**config.mk**
```make
export PLATFORM = sky130hd
export DESIGN_NAME = rc_pileup_pulse_accumulator_top_flat
export DESIGN_NICKNAME = d
export VERILOG_FILES = /design/src/rtl/rpa_pkg.sv /design/src/rtl/rpa_if.sv /design/src/rtl/rpa_mul.sv /design/src/rtl/rc_pileup_pulse_accumulator_top.sv /design/src/flat_wrapper.sv
export SDC_FILE = /design/constraint.sdc
export NUM_CORES = 2
export LEC_CHECK = 0
export BUFFER_PORTS_ARGS = -buffer_cell sky130_fd_sc_hd__buf_2
export CORE_MARGIN = 2
export CORE_UTILIZATION = 45
export CTS_CLUSTER_SIZE = 30
export DETAILED_ROUTE_END_ITERATION = 16
export PLACE_DENSITY = 0.67
export SLEW_MARGIN = 20
export SYNTH_ARGS = -nofsm -noshare
export SYNTH_HDL_FRONTEND = slang
export SYNTH_HIERARCHICAL = 1
export SYNTH_SLANG_ARGS = --single-unit
export TNS_END_PERCENT = 10
```
**constraint.sdc**
```tcl
create_clock -name clk -period 9.8 [get_ports clk]
set_clock_uncertainty 0.05 [all_clocks]
set_input_delay 0 -clock clk [delete_from_list [all_inputs] [get_ports clk]]
set_output_delay 0 -clock clk [all_outputs]
set_load 0.01 [all_outputs]
```
**src/rtl/rpa_pkg.sv**
```systemverilog
package rpa_pkg;

  localparam int TIME_W   = 32;
  localparam int ACC_W    = 24;
  localparam int VOLT_W   = 24;
  localparam int RATE_W   = 24;
  localparam int SCALE_W  = 16;
  localparam int TAB_W    = 16;
  localparam int MUL_W    = 32;
  localparam int CFG_IDX_W = 2;
  localparam int CFG_DATA_W = 24;

  // register indexes on the config port
  localparam logic [CFG_IDX_W-1:0] REG_DECAY_RATE    = 2'd0;
  localparam logic [CFG_IDX_W-1:0] REG_VOLTAGE_SCALE = 2'd1;

  localparam logic [RATE_W-1:0]  DECAY_RATE_RST    = 24'd52429;
  localparam logic [SCALE_W-1:0] VOLTAGE_SCALE_RST = 16'd400;

  // log2(e) in Q1.30
  localparam logic [MUL_W-1:0] LOG2E_Q30 = 32'd1549082005;
  // table entries are Q1.15
  localparam logic [6:0] EXP_Q15_SHIFT = 7'd15;
  localparam int MAX_TABLE_BITS = 12;

  function automatic logic [63:0] isqrt64(logic [63:0] v);
    logic [63:0] rem;
    logic [63:0] res;
    logic [63:0] bitv;
    rem  = v;
    res  = 64'd0;
    bitv = 64'h4000_0000_0000_0000;
    for (int k = 0; k < 32; k++) begin
      if (rem >= res + bitv) begin
        rem = rem - (res + bitv);
        res = (res >> 1) + bitv;
      end else begin
        res = res >> 1;
      end
      bitv = bitv >> 2;
    end
    return res;
  endfunction

  // 2^(-idx / 2^bits) in Q1.15, built from repeated square roots of 1/2
  function automatic logic [TAB_W-1:0] exp_entry(int idx, int bits);
    logic [63:0] roots [MAX_TABLE_BITS];
    logic [63:0] p;
    roots[0] = isqrt64(64'h8000_0000_0000_0000);
    for (int k = 1; k < MAX_TABLE_BITS; k++) begin
      if (k < bits) begin
        roots[k] = isqrt64(roots[k-1] << 32);
      end else begin
        roots[k] = 64'd0;
      end
    end
    p = 64'h1_0000_0000;
    for (int b = 0; b < MAX_TABLE_BITS; b++) begin
      if (b < bits && ((idx >> b) & 1) != 0) begin
        p = (p * roots[bits-1-b] + 64'h8000_0000) >> 32;
      end
    end
    return TAB_W'((p + 64'h1_0000) >> 17);
  endfunction

endpackage

```
**src/rtl/rpa_if.sv**
```systemverilog
interface rpa_photon_if;
  import rpa_pkg::*;

  logic              valid;
  logic              ready;
  logic              action;
  logic [TIME_W-1:0] arrival_time;

  modport source (output valid, output action, output arrival_time, input ready);
  modport sink   (input valid, input action, input arrival_time, output ready);
endinterface

interface rpa_result_if;
  import rpa_pkg::*;

  logic              valid;
  logic              ready;
  logic [TIME_W-1:0] sample_time;
  logic [VOLT_W-1:0] voltage_uv;

  modport source (output valid, output sample_time, output voltage_uv, input ready);
  modport sink   (input valid, input sample_time, input voltage_uv, output ready);
endinterface

```
**src/rtl/rpa_mul.sv**
```systemverilog
module rpa_mul (
  input  logic                           clk,
  input  logic [rpa_pkg::MUL_W-1:0]      a,
  input  logic [rpa_pkg::MUL_W-1:0]      b,
  output logic [2*rpa_pkg::MUL_W-1:0]    p
);
  import rpa_pkg::*;

  always_ff @(posedge clk) begin
    p <= a * b;
  end

endmodule

```
**src/rtl/rc_pileup_pulse_accumulator_top.sv**
```systemverilog
// RC pileup accumulator. Each photon word decays the stored charge by
// exp(-decay_rate * dt), adds one packet and returns (arrival_time,
// voltage_scale * charge), saturated to 24 bits; a start word clears the
// state and returns (0, 0). One registered 32x32 multiplier is reused for
// the four products of a photon (rate*dt, *log2e, *2^-f table entry,
// *voltage_scale); a photon word steps through S_X, S_Y, S_D, S_N, S_V and
// S_O before ready returns, a start word through S_V and S_O. The output
// register lets the next word in while a result waits; the block only
// stalls at its last step if the previous result has not been taken yet.
module rc_pileup_pulse_accumulator_top #(
  parameter int EXP_TABLE_BITS = 8,
  parameter int ACC_FRAC_BITS  = 16
) (
  input  logic                             clk,
  input  logic                             rst,
  input  logic                             write_enable,
  input  logic [rpa_pkg::CFG_IDX_W-1:0]    reg_index,
  input  logic [rpa_pkg::CFG_DATA_W-1:0]   write_data,
  rpa_photon_if.sink                       photon,
  rpa_result_if.source                     result
);
  import rpa_pkg::*;

  localparam int TABLE_SIZE = 1 << EXP_TABLE_BITS;
  localparam int PROD_W     = ACC_W + TAB_W;
  localparam logic [ACC_W:0]  ACC_ONE   = (ACC_W+1)'(1) << ACC_FRAC_BITS;
  localparam logic [PROD_W:0] VOLT_HALF = (PROD_W+1)'(1) << (ACC_FRAC_BITS - 1);

  typedef enum logic [6:0] {
    S_IDLE = 7'b0000001,
    S_X    = 7'b0000010,
    S_Y    = 7'b0000100,
    S_D    = 7'b0001000,
    S_N    = 7'b0010000,
    S_V    = 7'b0100000,
    S_O    = 7'b1000000
  } state_t;

  state_t state;
  state_t state_next;

  logic [RATE_W-1:0]  decay_rate;
  logic [SCALE_W-1:0] voltage_scale;
  logic [TIME_W-1:0]  previous_time;
  logic [ACC_W-1:0]   accumulator;
  logic [TIME_W-1:0]  dt;
  logic [TIME_W-1:0]  time_hold;
  logic               decay_zero;
  logic [6:0]         shamt;

  logic [MUL_W-1:0]   mul_a;
  logic [MUL_W-1:0]   mul_b;
  logic [2*MUL_W-1:0] prod;

  logic [TAB_W-1:0]   exp_tab [TABLE_SIZE];
  logic [TAB_W-1:0]   tab_val;

  logic               accept;
  logic               out_free;
  logic [PROD_W-1:0]  decayed;
  logic [ACC_W:0]     acc_sum;
  logic [ACC_W-1:0]   acc_new;
  logic [PROD_W:0]    volt_round;
  logic [PROD_W:0]    volt_shift;
  logic [VOLT_W-1:0]  volt_sat;

  for (genvar i = 0; i < TABLE_SIZE; i++) begin : g_tab
    localparam logic [TAB_W-1:0] ENTRY = exp_entry(i, EXP_TABLE_BITS);
    assign exp_tab[i] = ENTRY;
  end

  assign photon.ready = (state == S_IDLE);
  assign accept       = photon.valid && photon.ready;
  assign out_free     = !result.valid || result.ready;

  // fraction of the base-2 exponent sits at prod[53:30] after the log2e step
  assign tab_val = exp_tab[prod[53 -: EXP_TABLE_BITS]];

  rpa_mul u_mul (
    .clk (clk),
    .a   (mul_a),
    .b   (mul_b),
    .p   (prod)
  );

  always_comb begin
    mul_a = '0;
    mul_b = '0;
    case (state)
      S_X: begin
        mul_a = MUL_W'(decay_rate);
        mul_b = dt;
      end
      S_Y: begin
        mul_a = MUL_W'(prod[28:0]);
        mul_b = LOG2E_Q30;
      end
      S_D: begin
        mul_a = MUL_W'(accumulator);
        mul_b = MUL_W'(tab_val);
      end
      // keep the voltage product in place while the output waits
      S_V, S_O: begin
        mul_a = MUL_W'(accumulator);
        mul_b = MUL_W'(voltage_scale);
      end
      default: begin
        mul_a = '0;
        mul_b = '0;
      end
    endcase
  end

  always_comb begin
    decayed = decay_zero ? '0 : (prod[PROD_W-1:0] >> shamt);
    // decayed never exceeds the old accumulator, so the low bits hold it
    acc_sum = {1'b0, decayed[ACC_W-1:0]} + ACC_ONE;
    acc_new = acc_sum[ACC_W] ? '1 : acc_sum[ACC_W-1:0];

    volt_round = {1'b0, prod[PROD_W-1:0]} + VOLT_HALF;
    volt_shift = volt_round >> ACC_FRAC_BITS;
    volt_sat   = (|volt_shift[PROD_W:VOLT_W]) ? '1 : volt_shift[VOLT_W-1:0];
  end

  always_comb begin
    state_next = state;
    case (state)
      S_IDLE: begin
        if (accept) begin
          state_next = photon.action ? S_V : S_X;
        end
      end
      S_X: state_next = S_Y;
      S_Y: state_next = S_D;
      S_D: state_next = S_N;
      S_N: state_next = S_V;
      S_V: state_next = S_O;
      S_O: begin
        if (out_free) begin
          state_next = S_IDLE;
        end
      end
      default: state_next = S_IDLE;
    endcase
  end

  always_ff @(posedge clk) begin
    if (rst) begin
      state         <= S_IDLE;
      decay_rate    <= DECAY_RATE_RST;
      voltage_scale <= VOLTAGE_SCALE_RST;
      previous_time <= '0;
      accumulator   <= '0;
      result.valid  <= 1'b0;
    end else begin
      state <= state_next;

      if (write_enable) begin
        case (reg_index)
          REG_DECAY_RATE:    decay_rate    <= write_data[RATE_W-1:0];
          REG_VOLTAGE_SCALE: voltage_scale <= write_data[SCALE_W-1:0];
          default: ;
        endcase
      end

      if (accept) begin
        if (photon.action) begin
          previous_time <= '0;
          accumulator   <= '0;
        end else begin
          previous_time <= photon.arrival_time;
        end
      end

      if (state == S_N) begin
        accumulator <= acc_new;
      end

      if (state == S_O && out_free) begin
        result.valid <= 1'b1;
      end else if (result.ready) begin
        result.valid <= 1'b0;
      end
    end
  end

  always_ff @(posedge clk) begin
    if (accept) begin
      time_hold <= photon.action ? '0 : photon.arrival_time;
      // time running backwards means no decay
      dt <= (photon.arrival_time >= previous_time) ?
            (photon.arrival_time - previous_time) : '0;
    end
    if (state == S_Y) begin
      // 32 nepers or more decays to nothing
      decay_zero <= |prod[2*MUL_W-1:29];
    end
    if (state == S_D) begin
      shamt <= EXP_Q15_SHIFT + {1'b0, prod[59:54]};
    end
    if (state == S_O && out_free) begin
      result.sample_time <= time_hold;
      result.voltage_uv  <= volt_sat;
    end
  end

endmodule

```
**src/flat_wrapper.sv**
```systemverilog
// flat-port wrapper written by rule: the top's interface ports become plain ports
module rc_pileup_pulse_accumulator_top_flat import rpa_pkg::*;
#(
  parameter int EXP_TABLE_BITS = 8,
  parameter int ACC_FRAC_BITS  = 16
)
  (clk, rst, write_enable, reg_index, write_data, photon_valid, photon_action, photon_arrival_time, photon_ready, result_valid, result_sample_time, result_voltage_uv, result_ready);
  rpa_photon_if photon_i ();
  rpa_result_if result_i ();
  input  logic clk;
  input  logic rst;
  input  logic write_enable;
  input  logic [rpa_pkg::CFG_IDX_W-1:0] reg_index;
  input  logic [rpa_pkg::CFG_DATA_W-1:0] write_data;
  input wire logic [$bits(photon_i.valid)-1:0] photon_valid;
  input wire logic [$bits(photon_i.action)-1:0] photon_action;
  input wire logic [$bits(photon_i.arrival_time)-1:0] photon_arrival_time;
  output wire logic [$bits(photon_i.ready)-1:0] photon_ready;
  output wire logic [$bits(result_i.valid)-1:0] result_valid;
  output wire logic [$bits(result_i.sample_time)-1:0] result_sample_time;
  output wire logic [$bits(result_i.voltage_uv)-1:0] result_voltage_uv;
  input wire logic [$bits(result_i.ready)-1:0] result_ready;
  assign photon_i.valid = photon_valid;
  assign photon_i.action = photon_action;
  assign photon_i.arrival_time = photon_arrival_time;
  assign photon_ready = photon_i.ready;
  assign result_valid = result_i.valid;
  assign result_sample_time = result_i.sample_time;
  assign result_voltage_uv = result_i.voltage_uv;
  assign result_i.ready = result_ready;
  rc_pileup_pulse_accumulator_top #(.EXP_TABLE_BITS(EXP_TABLE_BITS), .ACC_FRAC_BITS(ACC_FRAC_BITS)) u_core (.clk(clk), .rst(rst), .write_enable(write_enable), .reg_index(reg_index), .write_data(write_data), .photon(photon_i), .result(result_i));
endmodule
```
Word level (Yosys, flattened, before mapping) --
Memories as Yosys holds them, arrays and structs flattened. Cells that the tools add are included.
Word-level totals: flip-flop bits (word level) 296, latch bits 0, bits in writable memories 0, ROM bits 4096, input bits 64, logic and storage cells 64, memories kept 1
Memories:
- (name not given) | depth 256, bits a word 16, rd ports 1, clocked after memory_dff 0, wr ports 0, RTL line rc_pileup_pulse_accumulator_top.sv:77 | assign tab_val = exp_tab[prod[53 -: EXP_TABLE_BITS]];
Operators by class: add/sub/neg operators 4, multipliers 1, divide/modulo/power cells 0, magnitude comparators 2, equal/unequal tests 10, shift operators 1, multiplexer cells 16, bitwise logic cells 1, reductions and logical operators 15
Operators with widths (count):
- 32-bit one-hot mux with 4 select lines | 1
- 24-bit 2-to-1 mux | 5
- 29-bit one-hot mux with 3 select lines | 1
- 29-bit by 32-bit multiplier with 61-bit output | 1
- 7-bit one-hot mux with 7 select lines | 1
- 40-bit by 16-bit adder with 41-bit output (second input constant) | 1
- 40-bit by 7-bit >> shifter with 24-bit output | 1
- 35-bit OR reduction | 1
- 32-bit >= comparator | 1
- 16-bit 2-to-1 mux | 2
- 32-bit 2-to-1 mux | 1
- 32-bit subtractor | 1
- 24-bit by 17-bit adder with 25-bit output (second input constant) | 1
- 7-bit 2-to-1 mux | 2
- 9-bit >= comparator (second input constant) | 1
- 8-bit NOT with 9-bit output | 1
- 2-bit AND reduction | 4
- 4-bit by 6-bit adder with 7-bit output (first input constant) | 1
- 7-bit by 1-bit == test with 1-bit output (second input constant) | 1
- 7-bit by 2-bit == test with 1-bit output (second input constant) | 1
- 7-bit by 3-bit == test with 1-bit output (second input constant) | 1
- 7-bit by 4-bit == test with 1-bit output (second input constant) | 1
- 7-bit by 5-bit == test with 1-bit output (second input constant) | 1
- 7-bit by 6-bit == test with 1-bit output (second input constant) | 1
- other kinds (13) | 17

Depth between registers and ports, before layout --
depth after elaboration 6, depth in mapped cells 40, gate-level depth less buffers 37

By module --
Netlist, hierarchy kept.
By module, submodules not included:
- rpa_mul | instances 1, cells each 3825, area each 34937.3 µm², sequential area each 1281.2 µm²
- rc_pileup_pulse_accumulator_top | instances 1, cells each 2136, area each 17641.9 µm², sequential area each 5925.7 µm²

Worst setup path after synthesis --
OpenSTA, ideal clock, no wires.
kind reg-to-reg, start register u_core/u_mul/p[47] in the netlist's numbering, end register u_core/u_mul/p[59] in the netlist's numbering, library setup time 126 ps, arrival time 9149 ps, setup slack 475 ps, cell stages (with the launch flop) 36, path buffers 4, clock period less this slack 9325 ps, path through dfxtp_1 clkbuf_1 inv_1 ha_1 clkbuf_1 nand2b_1 a21oi_1 a21oi_1 o21ai_0 o21ai_0 mux4_2 o21ai_0 clkbuf_1 nand2_1 fa_1 inv_1 fa_1 inv_1 fa_1 inv_1 fa_1 fa_1 fa_1 fa_1 inv_1 fa_1 inv_1 ha_1 clkbuf_2 inv_1 nor3_1 nand3_1 a2111o_1 o211ai_2 and4_1 nor3_2
On the way: cells in the longest elaborated chain, start to end 6
RTL lines:
- start: declaration | RTL line rpa_mul.sv:5 | output logic [2*rpa_pkg::MUL_W-1:0] p
- start signal: assignment | RTL line rpa_mul.sv:10 | p <= a * b;
- 8-bit NOT with 9-bit output (implied by the code) | RTL line rc_pileup_pulse_accumulator_top.sv:77
- memory read 256 x 16 bit
- 16-bit 2-to-1 mux (implied by the code) (2 in series) | RTL line rc_pileup_pulse_accumulator_top.sv:77
- 32-bit one-hot mux with 4 select lines | RTL line rc_pileup_pulse_accumulator_top.sv:89 | case (state)
- net u_core.mul_b[8] | RTL line rc_pileup_pulse_accumulator_top.sv:52 | logic [MUL_W-1:0] mul_b;
- 29-bit by 32-bit multiplier with 61-bit output | RTL line rpa_mul.sv:10
The timed path passes the listed nets, and every way through them passes these cells. The select of a mux whose other input is x is not followed. A chain may end at the register's enable or synchronous reset.

Worst setup path in the final report --
start register u_core/u_mul/p[47] in the netlist's numbering, end register u_core/u_mul/p[45] in the netlist's numbering
Same word-level chain as after synthesis.

==> flow_summary.yaml <==
setup_path:
  required_ns: 10.27
  worst_setup_path_end_kind: "flip-flop"
  cpMaxStageDelayCell: "fa_1"
  start_kind: "flip-flop"
  r2r_start: "u_core/u_mul/p[47]"
  critPathLaunch: "u_core/u_mul/p[47]"
  crit_type: "flip-flop to flip-flop"
  crit_path_max_incr_delay_ns: 0.59
  crit_path_max_fanout: 17
  cpMostUsedCell: "fa_1"
  crit_arrival_ns: 10.06
route:
  wl_per_cell_microns: 21.20
  drc: 0
  drt_pass1_iterations: 9
  drt_iter0_drc: 3567
  detail-route-antenna-nets: 0
  vias: 43140
  detail_route.vias_per_cell: 5.654
  wirelength_mm: 161.8
floorplanning:
  rows: 125
  start_util_pct: 45.31
  coreArea_sq_um: 116000
  die_w_microns: 345.8
  die_h_microns: 345.8
  die_area_sq_um: 119600
  ios: 122
power_and_ir_drop:
  p_leak_nw: 27.18
  power_w: 0.003346
  ir_drop_mv: 0.1338
  power.density_nw_per_um2: 57.64
cells_and_area:
  final_area_sq_um: 58060
  fin_nets: 7357
  seqCellArea_sq_um: 7216
  syn_to_final_growth_pct: 10.42
  multi_input_area_sq_um: 40220
  fill_cells: 10950
  drive_gt1_share_pct: 9.941
global_route:
  grt-ovfl-total: 0
  grt.met1_usage_pct: 35.55
  track_usage_pct: 26.97
  grt_start_max_net_pins: 83
  grt_pass1_wl_mm: 254.9
  antenna_found_initial: 3
  grt_util_met3_pct: 4.174
  grt_most_used_layer: "met2"
  grt_pass1_vias: 44470
  use_met2_pct: 45.33
synth:
  synth-seq-area-share_pct: 13.71
  synth_edf_count: 128
  syn_area_sq_um: 52580
  synth.distinct_cells: 104
  ys.flop_type: "dfxtp_1"
  ys_ff_latch: 296
  synthArstFlopShare_pct: 0
  synth.avg_cell_area_sq_um: 8.821
  synth_warnings: 6
  postSynthCellCount: 5961
timing:
  fmax_ghz: 0.1043
  tightestPinTransition_ns: 0.9745
  finalSetupTns_ns: 0
  max-slew-margin-rel_pct: 35.03
  slew_viol_final: 0
  finalCritPeriodShare_pct: 97.87
  rsz0062_at_grt: "yes"
  hold_viol: 0
  setup_viol: 0
  fin_crit_ns: 9.591
  whs_ns: 0.1061
placed_design:
  io_buffer_count: 121
  gp_congestion: 1.011
  post_dp_cell_area_sq_um: 56060
  hpwlAfterDp_mm: 129.7
clock_tree:
  root_buffer: "clkbuf_16"
  cts_buffer_depth: 3
  clkTransAtPathRegs_ns: 0.07
  tritoncts: "built"
  clk_latency_ns: 0.59
  clock_sinks: 296
  cts_made_buffers: 30
  htreeDepth: 1
status:
  outcome: "finished clean"
worst_hold_path:
  hold_class: "primary input to flip-flop"
  hp-start: "reg_index[0]"
job:
  max-cap-violations: 0
==> per-stage QoR <==
step	setup slack, ns	util [%]	cells
after floorplan	0.4752	-	5975
after global placement	0.08198	48.31	7508
after detailed placement	-0.002528	48.31	7508
after CTS	0.02624	49.86	7628
after global routing	-0.03176	50.03	7630
final	0.2090	50.03	7631
==> worst paths after layout <==
kind	slack, ns	endpoint	cells past startpoint
setup / recovery	0.21	u_core/u_mul/p[45]	35
hold / removal	0.11	u_core/voltage_scale[2]	4
setup reg to reg	0.21	u_core/u_mul/p[45]	35
hold reg to reg	0.36	u_core/result.sample_time[20]	0
==> final cells by class <==
type                       count  share of cell area, %
clock buffer                  36                  1.476
multi-input combinational   4289                  69.27
timing repair buffer         476                  6.616
sequential                   296                  12.43
antenna                        1               0.004310
clock inverter                20                 0.5151
tap                         1524                  3.284
inverter                     989                  6.401
==> what timing repair did <==
action                                 CTS  global route
pin swaps                                0            11
setup endpoints to repair                1            31
setup buffers                            0             1
cloned                                   0             1
endpoints found under the hold margin  135             0
hold buffers                            64             0
resized for setup                        1            44
==> where the power goes <==
part / leakage, nW / internal (W) / switching, W / total, W
logic: 24.1 / 0.000221 / 0.000368 / 0.000589
clock network: 0.561 / 0.000792 / 0.000545 / 0.00134
registers: 2.55 / 0.00137 / 0.0000490 / 0.00142
total: 27.2 / 0.00238 / 0.000962 / 0.00335
==> per-layer routing <==
layer,vias up,wire [microns]
li1,19100,-
met1,21960,65760
met2,1720,77670
met3,362,11620
met4,4,6701
met5,-,25
==> flip-flops by register name, indices dropped and copies added, names as in the netlist, 7 cells and up <==
name                       count
u_core/result.voltage_uv      24
u_core/dt                     32
u_core/accumulator            24
u_core/shamt                   7
u_core/voltage_scale          16
u_core/previous_time          32
u_core/state                   7
u_core/result.sample_time     32
u_core/u_mul/p                64
u_core/time_hold              32
u_core/decay_rate             24
==> layout by cell type, fill, tap and decap left out, drive strengths merged, types with 16 or more instances in the layout <==
cell type	count
mux2	23
dfxtp	168
nor2b	59
o21bai	26
ha	314
edfxtp	128
a21oi	260
mux2i	68
mux4	37
and2	625
nor2	258
a311oi	21
a211oi	44
a222oi	24
and3	26
buf	411
xnor2	61
nor3	53
a31oi	28
nand2b	25
fa	897
a221oi	27
nand2	776
nand4	33
clkbuf	37
a21o	50
o21ai	180
xor2	47
nor4	25
dlygate4sd3	64
o31ai	16
inv	990
nand3	52
o211ai	27
nand3b	19
==> cell usage after synthesis (19+ instances only) <==
cell type	n	area share (%)
a211oi_1	41	0.59
a21o_1	50	0.71
a21oi_1	255	2.4
a221oi_1	24	0.40
a222oi_1	24	0.46
a311oi_1	20	0.33
a31oi_1	25	0.30
and2_1	625	7.4
and3_1	23	0.27
buf_1	27	0.19
buf_2	30	0.29
clkbuf_1	328	2.3
dfxtp_1	168	6.4
edfxtp_1	128	7.3
fa_1	897	34
ha_1	314	7.5
inv_1	985	7.0
mux2_2	21	0.45
mux2i_1	68	1.3
mux4_2	26	1.1
nand2_1	775	5.5
nand2b_1	25	0.30
nand3_1	52	0.49
nand3b_1	19	0.27
nand4_1	33	0.39
nor2_1	256	1.8
nor2b_1	59	0.70
nor3_1	50	0.48
nor4_1	25	0.30
o211ai_1	26	0.37
o21ai_0	154	1.5
o21ai_1	24	0.23
o21bai_1	26	0.37
xnor2_1	61	1.0
xor2_1	47	0.78
==> logic make-up after synthesis <==
logic type / count (synthesis) / share of synthesized area (%)
mux: 128 / 3.458
other cells: 1 / 0.007132
flops: 296 / 13.71
fa+ha+maj: 1211 / 41.62
buf+inv: 1390 / 10.25
xor+xnor: 108 / 1.799
compound gates: 828 / 10.30
simple gates: 1999 / 18.85
==> critical path: cells and delay by family (launching register included) <==
family | cells | cell delay [ns]
adders and majority gates | 10 | 4.65
DFF | 1 | 0.37
and+or+nand+nor | 4 | 0.69
xor gates and xnor gates | 1 | 0.18
buffers and inverters | 11 | 1.30
AOI/OAI and AO/OA | 9 | 2.27
No activity file was read; power rests on OpenSTA's default activity.
